===== src/rtl/core/lpg_pkg.sv =====
`timescale 1ns / 1ps

package lpg_pkg;

   // most points produced for one request transaction
   localparam int SLICE_LEN   = 64;
   localparam int SLICE_CNT_W = $clog2(SLICE_LEN);

   // request payload
   typedef struct packed {
      logic signed [15:0] start_x;
      logic signed [15:0] start_y;
      logic signed [15:0] end_x;
      logic signed [15:0] end_y;
      logic        [15:0] max_points;
   } req_type;

   // response payload
   typedef struct packed {
      logic signed [15:0] point_x;
      logic signed [15:0] point_y;
      logic               last_point;
   } rsp_type;

   // controller to datapath
   typedef struct packed {
      logic load;   // latch a new line
      logic emit;   // register the current point and step
   } cmd_type;

   // datapath to controller
   typedef struct packed {
      logic last;   // current point ends the run
   } status_type;

endpackage


===== src/rtl/core/lpg_datapath.sv =====
`timescale 1ns / 1ps

module lpg_datapath import lpg_pkg::*; #(
   parameter int COORD_WIDTH = 16
) (
   input  logic       clock,
   input  req_type    req_payload,
   input  cmd_type    cmd,
   output status_type status,
   output rsp_type    rsp_payload
);

   localparam int W  = COORD_WIDTH;
   localparam int IW = (W > 16) ? W : 16;
   localparam int EW = W + 3;

   // run registers
   logic signed [W-1:0]  cur_x_ff, cur_y_ff, target_x_ff, target_y_ff;
   logic signed [EW-1:0] span_x_ff, neg_span_y_ff, error_ff;
   logic                 step_x_neg_ff, step_y_neg_ff;
   logic [15:0]          points_ff, limit_ff;
   rsp_type              rsp_ff;

   // request fields taken as low W bits of the zero-extended field
   logic [IW-1:0]       sx_ext, sy_ext, ex_ext, ey_ext;
   logic signed [W-1:0] sx, sy, ex, ey;
   logic signed [W:0]   dx_d, dy_d, dx_abs, dy_abs;

   assign sx_ext = IW'($unsigned(req_payload.start_x));
   assign sy_ext = IW'($unsigned(req_payload.start_y));
   assign ex_ext = IW'($unsigned(req_payload.end_x));
   assign ey_ext = IW'($unsigned(req_payload.end_y));
   assign sx = signed'(sx_ext[W-1:0]);
   assign sy = signed'(sy_ext[W-1:0]);
   assign ex = signed'(ex_ext[W-1:0]);
   assign ey = signed'(ey_ext[W-1:0]);

   // spans of the new line
   assign dx_d   = (W+1)'(ex) - (W+1)'(sx);
   assign dy_d   = (W+1)'(ey) - (W+1)'(sy);
   assign dx_abs = dx_d[W] ? -dx_d : dx_d;
   assign dy_abs = dy_d[W] ? -dy_d : dy_d;

   logic signed [EW-1:0] span_x_in, neg_span_y_in;
   assign span_x_in     = EW'(dx_abs);
   assign neg_span_y_in = -EW'(dy_abs);

   // end of run test on the current point
   logic [15:0] points_in;
   logic        last;
   assign points_in = points_ff + 16'd1;
   assign last = ((limit_ff != '0) && (points_in >= limit_ff)) ||
                 ((cur_x_ff == target_x_ff) && (cur_y_ff == target_y_ff));
   assign status.last = last;

   // bresenham step
   logic signed [EW:0]   e2;
   logic                 move_x, move_y;
   logic signed [EW-1:0] error_in;
   assign e2     = {error_ff, 1'b0};
   assign move_x = e2 >= (EW+1)'(neg_span_y_ff);
   assign move_y = e2 <= (EW+1)'(span_x_ff);
   assign error_in = error_ff + (move_x ? neg_span_y_ff : '0)
                              + (move_y ? span_x_ff : '0);

   logic signed [W-1:0] cur_x_in, cur_y_in;
   assign cur_x_in = cur_x_ff + (step_x_neg_ff ? {W{1'b1}} : W'(1));
   assign cur_y_in = cur_y_ff + (step_y_neg_ff ? {W{1'b1}} : W'(1));

   // output coordinates as low W bits, zero-extended into the field
   logic [IW-1:0] px_ext, py_ext;
   assign px_ext = IW'($unsigned(cur_x_ff));
   assign py_ext = IW'($unsigned(cur_y_ff));

   always_ff @(posedge clock) begin
      if (cmd.load) begin
         cur_x_ff      <= sx;
         cur_y_ff      <= sy;
         target_x_ff   <= ex;
         target_y_ff   <= ey;
         limit_ff      <= req_payload.max_points;
         span_x_ff     <= span_x_in;
         neg_span_y_ff <= neg_span_y_in;
         step_x_neg_ff <= !(sx < ex);
         step_y_neg_ff <= !(sy < ey);
         error_ff      <= span_x_in + neg_span_y_in;
         points_ff     <= '0;
      end else if (cmd.emit) begin
         points_ff          <= points_in;
         rsp_ff.point_x     <= px_ext[15:0];
         rsp_ff.point_y     <= py_ext[15:0];
         rsp_ff.last_point  <= last;
         if (!last) begin
            error_ff <= error_in;
            if (move_x) begin
               cur_x_ff <= cur_x_in;
            end
            if (move_y) begin
               cur_y_ff <= cur_y_in;
            end
         end
      end
   end

   assign rsp_payload = rsp_ff;

endmodule


===== src/rtl/core/lpg_ctrl.sv =====
`timescale 1ns / 1ps

module lpg_ctrl import lpg_pkg::*; (
   input  logic       clock,
   input  logic       reset,
   input  logic       req_valid,
   output logic       req_stall,
   output logic       rsp_valid,
   input  logic       rsp_stall,
   input  status_type status,
   output cmd_type    cmd
);

   typedef enum logic {
      IDLE,
      RUN
   } state_type;

   state_type              state_ff, state_in;
   logic                   run_active_ff, run_active_in;
   logic [SLICE_CNT_W-1:0] slice_ff, slice_in;
   logic                   rsp_valid_ff, rsp_valid_in;
   logic                   accept, emit;

   // handshakes
   assign req_stall = (state_ff != IDLE);
   assign accept    = req_valid && (state_ff == IDLE);
   assign emit      = (state_ff == RUN) && (!rsp_valid_ff || !rsp_stall);

   assign cmd.load = accept && !run_active_ff;
   assign cmd.emit = emit;
   assign rsp_valid = rsp_valid_ff;

   // next state
   always_comb begin
      state_in      = state_ff;
      run_active_in = run_active_ff;
      slice_in      = slice_ff;
      if (emit) begin
         rsp_valid_in = 1'b1;
      end else if (!rsp_stall) begin
         rsp_valid_in = 1'b0;
      end else begin
         rsp_valid_in = rsp_valid_ff;
      end
      case (state_ff)
         IDLE: begin
            if (req_valid) begin
               state_in      = RUN;
               run_active_in = 1'b1;
               slice_in      = '0;
            end
         end
         RUN: begin
            if (emit) begin
               slice_in = slice_ff + SLICE_CNT_W'(1);
               if (status.last) begin
                  run_active_in = 1'b0;
                  state_in      = IDLE;
               end else if (slice_ff == SLICE_CNT_W'(SLICE_LEN - 1)) begin
                  state_in = IDLE;
               end
            end
         end
         default: begin
            state_in = IDLE;
         end
      endcase
   end

   // state and registered outputs
   always_ff @(posedge clock) begin
      if (reset) begin
         state_ff      <= IDLE;
         run_active_ff <= 1'b0;
         slice_ff      <= '0;
         rsp_valid_ff  <= 1'b0;
      end else begin
         state_ff      <= state_in;
         run_active_ff <= run_active_in;
         slice_ff      <= slice_in;
         rsp_valid_ff  <= rsp_valid_in;
      end
   end

   // a transaction always starts a slice
   a_accept_runs: assert property (@(posedge clock) disable iff (reset)
      accept |=> (state_ff == RUN))
      else $error("accepted transaction did not start a slice");

   // the last point of a run ends the run
   a_last_ends_run: assert property (@(posedge clock) disable iff (reset)
      (emit && status.last) |=> (!run_active_ff && state_ff == IDLE))
      else $error("run still active after last point");

   // a response only appears after a point was registered
   a_rsp_from_emit: assert property (@(posedge clock) disable iff (reset)
      $rose(rsp_valid_ff) |-> $past(emit))
      else $error("response valid without a registered point");

   // a fresh line is only loaded when no run is pending
   a_load_idle: assert property (@(posedge clock) disable iff (reset)
      cmd.load |-> (!run_active_ff && state_ff == IDLE))
      else $error("line loaded during a run");

endmodule


===== src/rtl/core/line_point_generator.sv =====
`timescale 1ns / 1ps

// Bresenham line point generator, all octants.
// req channel: one transaction carries start and end points and a point
// limit (0 = no limit). When no run is pending it starts a new line;
// when a run is still pending its fields are ignored and it continues
// that run.
// rsp channel: one transaction per grid point, starting at the start
// point; last_point marks the end point or the point that hits the limit.
// Each request transaction yields 1 to 64 points, so a line of N points
// needs ceil(N / 64) request transactions.
// After a request is accepted the controller enters RUN, where the first
// point is registered into rsp_payload together with rsp_valid.
// Throughput: one point per cycle while rsp is not stalled, set by the
// single error-term update loop; the next request is taken the cycle
// after the slice's final point is registered.
// A stall on rsp holds the registered point and freezes the walk.
// Reset clears the controller: no run is pending and rsp_valid is low.
module line_point_generator import lpg_pkg::*; #(
   parameter int COORD_WIDTH = 16
) (
   input  logic    clock,
   input  logic    reset,
   input  logic    req_valid,
   output logic    req_stall,
   input  req_type req_payload,
   output logic    rsp_valid,
   input  logic    rsp_stall,
   output rsp_type rsp_payload
);

   cmd_type    cmd;
   status_type status;

   lpg_ctrl u_ctrl (
      .clock     (clock),
      .reset     (reset),
      .req_valid (req_valid),
      .req_stall (req_stall),
      .rsp_valid (rsp_valid),
      .rsp_stall (rsp_stall),
      .status    (status),
      .cmd       (cmd)
   );

   lpg_datapath #(
      .COORD_WIDTH (COORD_WIDTH)
   ) u_datapath (
      .clock       (clock),
      .req_payload (req_payload),
      .cmd         (cmd),
      .status      (status),
      .rsp_payload (rsp_payload)
   );

endmodule


===== config.mk =====
export PLATFORM = sky130hd
export DESIGN_NAME = line_point_generator
export DESIGN_NICKNAME = d
export VERILOG_FILES = /design/src/rtl/core/lpg_pkg.sv /design/src/rtl/core/lpg_datapath.sv /design/src/rtl/core/lpg_ctrl.sv /design/src/rtl/core/line_point_generator.sv
export SDC_FILE = /design/constraint.sdc
export NUM_CORES = 1
export LEC_CHECK = 0
export BUFFER_PORTS_ARGS = -buffer_cell sky130_fd_sc_hd__buf_4
export CAP_MARGIN = 0
export CORE_UTILIZATION = 51
export DETAILED_ROUTE_END_ITERATION = 16
export GPL_TIMING_DRIVEN = 0
export PLACE_DENSITY = 0.76
export SETUP_SLACK_MARGIN = 0.3
export SLEW_MARGIN = 0
export SYNTH_ARGS = -nofsm -noshare
export SYNTH_HDL_FRONTEND = slang
export SYNTH_SLANG_ARGS = --single-unit

===== constraint.sdc =====
create_clock -name clock -period 5 [get_ports clock]
set_input_delay 0.25 -clock clock [delete_from_list [all_inputs] [get_ports clock]]
set_output_delay 0.25 -clock clock [all_outputs]
set_load 0.02 [all_outputs]

==> out/metrics.json <==
{
  "route.vias.total": {"value": 12825},
  "core_region_area": {"value": 28900, "unit": "sq um"},
  "timing.reg2reg.worst_path_depth": {"value": 27},
  "clock_insertion_delay_worst_skew": {"value": 0.46, "unit": "ns"},
  "worstSetupStartpointType": {"value": "flop"},
  "synth-edff-count": {"value": 170},
  "timing.hold.worst_path_depth": {"value": 1},
  "cp.depth": {"value": 27},
  "nFillCells": {"value": 2332},
  "timing.final.ws_setup": {"value": -0.299, "unit": "ns"},
  "root_buf_cell": {"value": "sky130_fd_sc_hd__clkbuf_16"},
  "max-clock-path-buffers": {"value": 2},
  "worst-endpoint-arrival": {"value": 5.48, "unit": "ns"},
  "grt_antenna_before_repair": {"value": 1},
  "share_comb_of_total_power": {"value": 61.0, "unit": "%"},
  "drive_gt1_share": {"value": 16.7, "unit": "%"},
  "rsz0062_at_grt": {"value": "true"},
  "post_synthesis_instance_area": {"value": 15000, "unit": "sq um"},
  "clock_tree.htree_level_count": {"value": 4},
  "maximum_number_of_pins_on_one_net_before_global_route_repair": {"value": 44},
  "first_global_vias": {"value": 12647},
  "numClockSinks": {"value": 195},
  "part_of_the_yosys_area_used_for_sequential_elements": {"value": 37.3, "unit": "%"},
  "worst_path_largest_cell_delay": {"value": 0.38, "unit": "ns"},
  "intPower": {"value": 5920, "unit": "uW"},
  "max_freq": {"value": 189, "unit": "MHz"},
  "antenna_cells_inserted": {"value": 0},
  "drv.max_cap_violation_count": {"value": 0},
  "start_util": {"value": 52.1, "unit": "%"},
  "rrSetupSlack": {"value": -0.30, "unit": "ns"},
  "global_route.usage.total": {"value": 27.9, "unit": "%"},
  "layout_commonest_cell": {"value": "sky130_fd_sc_hd__inv_1"},
  "number_of_different_library_cells_in_the_post_synthesis_netlist": {"value": 76},
  "synthesized_netlist_net_count": {"value": 1842},
  "ys.flop_type": {"value": "sky130_fd_sc_hd__edfxtp_1"},
  "dp_hpwl": {"value": 31.1, "unit": "mm"},
  "reg_to_reg_start": {"value": "u_datapath.neg_span_y_ff[7]"},
  "area_of_all_sequential_standard_cells": {"value": 5610, "unit": "sq um"},
  "grt_pass1_wl": {"value": 66.0, "unit": "mm"},
  "die_area": {"value": 30200, "unit": "sq um"},
  "result_of_the_run": {"value": "finished with violations"},
  "synth-async-reset-ratio": {"value": 0, "unit": "%"},
  "initial_drc_count": {"value": 1129},
  "min-delay-start": {"value": "req_payload[33]"},
  "min-delay-path-class": {"value": "primary input to flop"},
  "rel_slew_slack": {"value": 26.3, "unit": "%"},
  "final.setup_skew": {"value": 0.0172, "unit": "ns"},
  "power.static_leakage": {"value": 0.00793, "unit": "uW"},
  "detail_route.wl_per_cell": {"value": 19.2, "unit": "um"},
  "via_per_inst": {"value": 5.85},
  "place.gp.congestion": {"value": 0.919},
  "multi_input_combinational_cell_area": {"value": 9160, "unit": "sq um"},
  "power.share.switching": {"value": 42.1, "unit": "%"},
  "failed_checks": {"value": "negative setup slack"},
  "die_w": {"value": 174, "unit": "um"},
  "portBuffers": {"value": 117},
  "std_cell_rows": {"value": 62},
  "setup.worst_path.class": {"value": "flop to flop"},
  "critPathSlowestCell": {"value": "sky130_fd_sc_hd__edfxtp_1"},
  "clk_pin_slew": {"value": 0.08, "unit": "ns"},
  "final_nets": {"value": 2060},
  "worst_r2r_endpoint": {"value": "u_datapath.error_ff[17]"},
  "cp_top_delay_family": {"value": "compound AO/OA/AOI/OAI gates"},
  "io_pins": {"value": 119},
  "tightestPinTransition": {"value": 1.11, "unit": "ns"},
  "yosys_warnings": {"value": 0},
  "total_count_of_hold_check_failures_in_the_final_report": {"value": 0},
  "area_delta_synth_final": {"value": 22.4, "unit": "%"},
  "cts_tree": {"value": "done"},
  "power": {"value": 10200, "unit": "uW"},
  "synth_seq_cells": {"value": 195},
  "terminating_pin_of_the_worst_hold_path": {"value": "u_datapath.target_x_ff[1]"},
  "cp_num_buf_inv": {"value": 3},
  "net-switching-power": {"value": 4300, "unit": "uW"},
  "share_clk_of_total_power": {"value": 14.2, "unit": "%"},
  "max-vdd-ir-drop": {"value": 0.354, "unit": "mV"},
  "drc_errors": {"value": 0},
  "required": {"value": 5.18, "unit": "ns"},
  "slew_violations": {"value": 0},
  "pwr_density_cell": {"value": 555, "unit": "nW/um^2"},
  "die_height": {"value": 174, "unit": "um"},
  "post-route-period-util": {"value": 106, "unit": "%"},
  "crit_fanout": {"value": 3},
  "grt_overflow": {"value": 0},
  "avgSynthCellArea": {"value": 9.52, "unit": "sq um"},
  "routed_wl": {"value": 42.0, "unit": "mm"},
  "timing.critical_path.mode_cell": {"value": "sky130_fd_sc_hd__a21oi_2"},
  "share_seq_of_total_power": {"value": 24.9, "unit": "%"},
  "syn-instance-count": {"value": 1579},
  "critPathCaptureType": {"value": "flop"},
  "drt_pass1_iterations": {"value": 5},
  "period_minus_slack": {"value": 5.30, "unit": "ns"},
  "setup_viol": {"value": 6},
  "ant_nets": {"value": 0},
  "most-common-layout-cells": {"value": "175 x sky130_fd_sc_hd__inv_1, 170 x sky130_fd_sc_hd__edfxtp_1, 148 x sky130_fd_sc_hd__ha_1"},
  "final_util": {"value": 63.8, "unit": "%"},
  "cts_buffers": {"value": 17}
}
-- area by class of cell --
class,count,share of cell area [%]
timing repair buffer,199,9.09
sequential,195,30.5
multi-input combinational,1168,49.8
clock inverter,13,0.870
buffer,37,1.12
tap,384,2.61
clock buffer,18,2.33
inverter,179,3.72
-- metal layers --
layer / track usage [%] / routed length (um) / vias up
met5: 0 / 12 / -
met4: 8.70 / 1090 / 2
met3: 4.21 / 2730 / 69
met2: 48.4 / 20500 / 470
met1: 35.8 / 17700 / 6208
li1: - / - / 6076
-- worst max path at each step --
| stage | startpoint | to |
|---|---|---|
| 2_1_floorplan | u_datapath.error_ff[0] | u_datapath.error_ff[17] |
| 3_3_place_gp | u_datapath.points_ff[0] | u_datapath.error_ff[18] |
| 3_5_place_dp | u_datapath.error_ff[0] | u_datapath.error_ff[17] |
| 4_1_cts | u_datapath.error_ff[0] | u_datapath.error_ff[17] |
| 5_1_grt | u_datapath.neg_span_y_ff[7] | u_datapath.error_ff[17] |
| 6_report | u_datapath.neg_span_y_ff[7] | u_datapath.error_ff[17] |
-- cell families (layout without fill, tap and decap cells) --
group                      count (synthesis)  in the layout  share of synthesized area, %
AOI/OAI and AO/OA                        376            376                          16.6
xor gates and xnor gates                 167            167                          9.88
adders and majority gates                179            179                          16.1
buffers and inverters                    216            446                          5.49
DFF                                      195            195                          37.3
muxes                                     12             12                         0.840
and+or+nand+nor                          434            434                          13.8
-- worst reg2reg max path: stages, from the launching register on --
cell,delay (ns)
sky130_fd_sc_hd__edfxtp_1,0.38
sky130_fd_sc_hd__inv_1,0.06
sky130_fd_sc_hd__ha_1,0.33
sky130_fd_sc_hd__a21oi_2,0.16
sky130_fd_sc_hd__o22ai_1,0.09
sky130_fd_sc_hd__o21a_1,0.18
sky130_fd_sc_hd__o21ai_2,0.15
sky130_fd_sc_hd__o311ai_4,0.16
sky130_fd_sc_hd__a21oi_2,0.23
sky130_fd_sc_hd__a31oi_4,0.12
sky130_fd_sc_hd__buf_8,0.16
sky130_fd_sc_hd__buf_6,0.14
sky130_fd_sc_hd__and2_4,0.16
sky130_fd_sc_hd__fa_2,0.36
sky130_fd_sc_hd__ha_4,0.19
sky130_fd_sc_hd__fa_2,0.36
sky130_fd_sc_hd__a21o_1,0.17
sky130_fd_sc_hd__a21oi_2,0.15
sky130_fd_sc_hd__o21bai_1,0.11
sky130_fd_sc_hd__a21oi_2,0.19
sky130_fd_sc_hd__o21ai_2,0.11
sky130_fd_sc_hd__a211o_1,0.28
sky130_fd_sc_hd__a21o_1,0.20
sky130_fd_sc_hd__a31oi_4,0.19
sky130_fd_sc_hd__o21ai_2,0.08
sky130_fd_sc_hd__xor2_1,0.14
sky130_fd_sc_hd__nand2_1,0.07
sky130_fd_sc_hd__o21ai_1,0.08
-- registers in the layout, summed over array words and instances, names as in the netlist --
name,cells
u_datapath.rsp_payload,33
u_datapath.error_ff,19
u_datapath.neg_span_y_ff,19
u_datapath.span_x_ff,17
u_datapath.cur_x_ff,16
u_datapath.cur_y_ff,16
u_datapath.limit_ff,16
u_datapath.points_ff,16
u_datapath.target_x_ff,16
u_datapath.target_y_ff,16
u_ctrl.slice_ff,6
u_ctrl.req_stall,1
u_ctrl.rsp_valid,1
u_ctrl.run_active_ff,1
u_datapath.step_x_neg_ff,1
u_datapath.step_y_neg_ff,1
-- synthesized netlist by cell type (6+ instances only) --
| master | n | share of area (%) |
|---|---|---|
| sky130_fd_sc_hd__and3_1 | 16 | 0.67 |
| sky130_fd_sc_hd__o211ai_1 | 8 | 0.40 |
| sky130_fd_sc_hd__a21o_1 | 35 | 1.7 |
| sky130_fd_sc_hd__xnor2_1 | 109 | 6.3 |
| sky130_fd_sc_hd__or2_2 | 6 | 0.25 |
| sky130_fd_sc_hd__o21ai_0 | 61 | 2.0 |
| sky130_fd_sc_hd__nor2b_1 | 14 | 0.58 |
| sky130_fd_sc_hd__a211o_1 | 6 | 0.35 |
| sky130_fd_sc_hd__mux2i_1 | 7 | 0.47 |
| sky130_fd_sc_hd__a21boi_0 | 12 | 0.60 |
| sky130_fd_sc_hd__xor2_1 | 55 | 3.2 |
| sky130_fd_sc_hd__clkbuf_1 | 32 | 0.80 |
| sky130_fd_sc_hd__edfxtp_1 | 170 | 34 |
| sky130_fd_sc_hd__nor4_1 | 10 | 0.42 |
| sky130_fd_sc_hd__or3_1 | 15 | 0.62 |
| sky130_fd_sc_hd__fa_1 | 24 | 3.2 |
| sky130_fd_sc_hd__nand2_1 | 109 | 2.7 |
| sky130_fd_sc_hd__a2111oi_0 | 8 | 0.47 |
| sky130_fd_sc_hd__nor3_1 | 26 | 0.87 |
| sky130_fd_sc_hd__o31ai_1 | 11 | 0.55 |
| sky130_fd_sc_hd__o31a_1 | 6 | 0.35 |
| sky130_fd_sc_hd__o21a_1 | 20 | 1.0 |
| sky130_fd_sc_hd__nand3_1 | 38 | 1.3 |
| sky130_fd_sc_hd__inv_1 | 178 | 4.4 |
| sky130_fd_sc_hd__nand2b_1 | 18 | 0.75 |
| sky130_fd_sc_hd__o21bai_1 | 13 | 0.65 |
| sky130_fd_sc_hd__a21oi_1 | 122 | 4.1 |
| sky130_fd_sc_hd__a211oi_1 | 11 | 0.55 |
| sky130_fd_sc_hd__dfxtp_1 | 25 | 3.3 |
| sky130_fd_sc_hd__nand4_1 | 24 | 1.0 |
| sky130_fd_sc_hd__nor2_1 | 128 | 3.2 |
| sky130_fd_sc_hd__and2_1 | 11 | 0.46 |
| sky130_fd_sc_hd__ha_1 | 155 | 13 |
| sky130_fd_sc_hd__a31oi_1 | 17 | 0.71 |
-- stage by stage --
stage                     worst slack (ns)  area [sq um]  TNS (ns)  instances  hold slack [ns]
after detailed placement             -1.13         16700     -6.64       2084            0.430
after global placement               -1.15         16600   -121.14       2080            0.429
after global routing                -0.484         18400     -2.50       2193          0.00542
after CTS                           -0.323         18100     -1.11       2179          0.00726
final                               -0.299         18400     -1.15       2193           0.0245
after floorplan                     0.0173         15200         0       1579            0.349
-- timing repair --
item	4_1_cts	5_1_grt
endpoints found under the setup margin	44	57
pin swaps	36	21
resized for setup	50	46
setup buffers	21	14
hold buffers	43	0
hold endpoints to repair	43	0
-- power groups by stage --
stage | logic, uW | registers (uW) | clock network, uW
after floorplan | 3880 | 2530 | 0
after global placement | 4900 | 2570 | 0
after global routing | 6880 | 2570 | 1520
after CTS | 5810 | 2530 | 1450
final | 6230 | 2540 | 1450
after detailed placement | 5100 | 2570 | 0
Power figures use the tool's default switching activity.
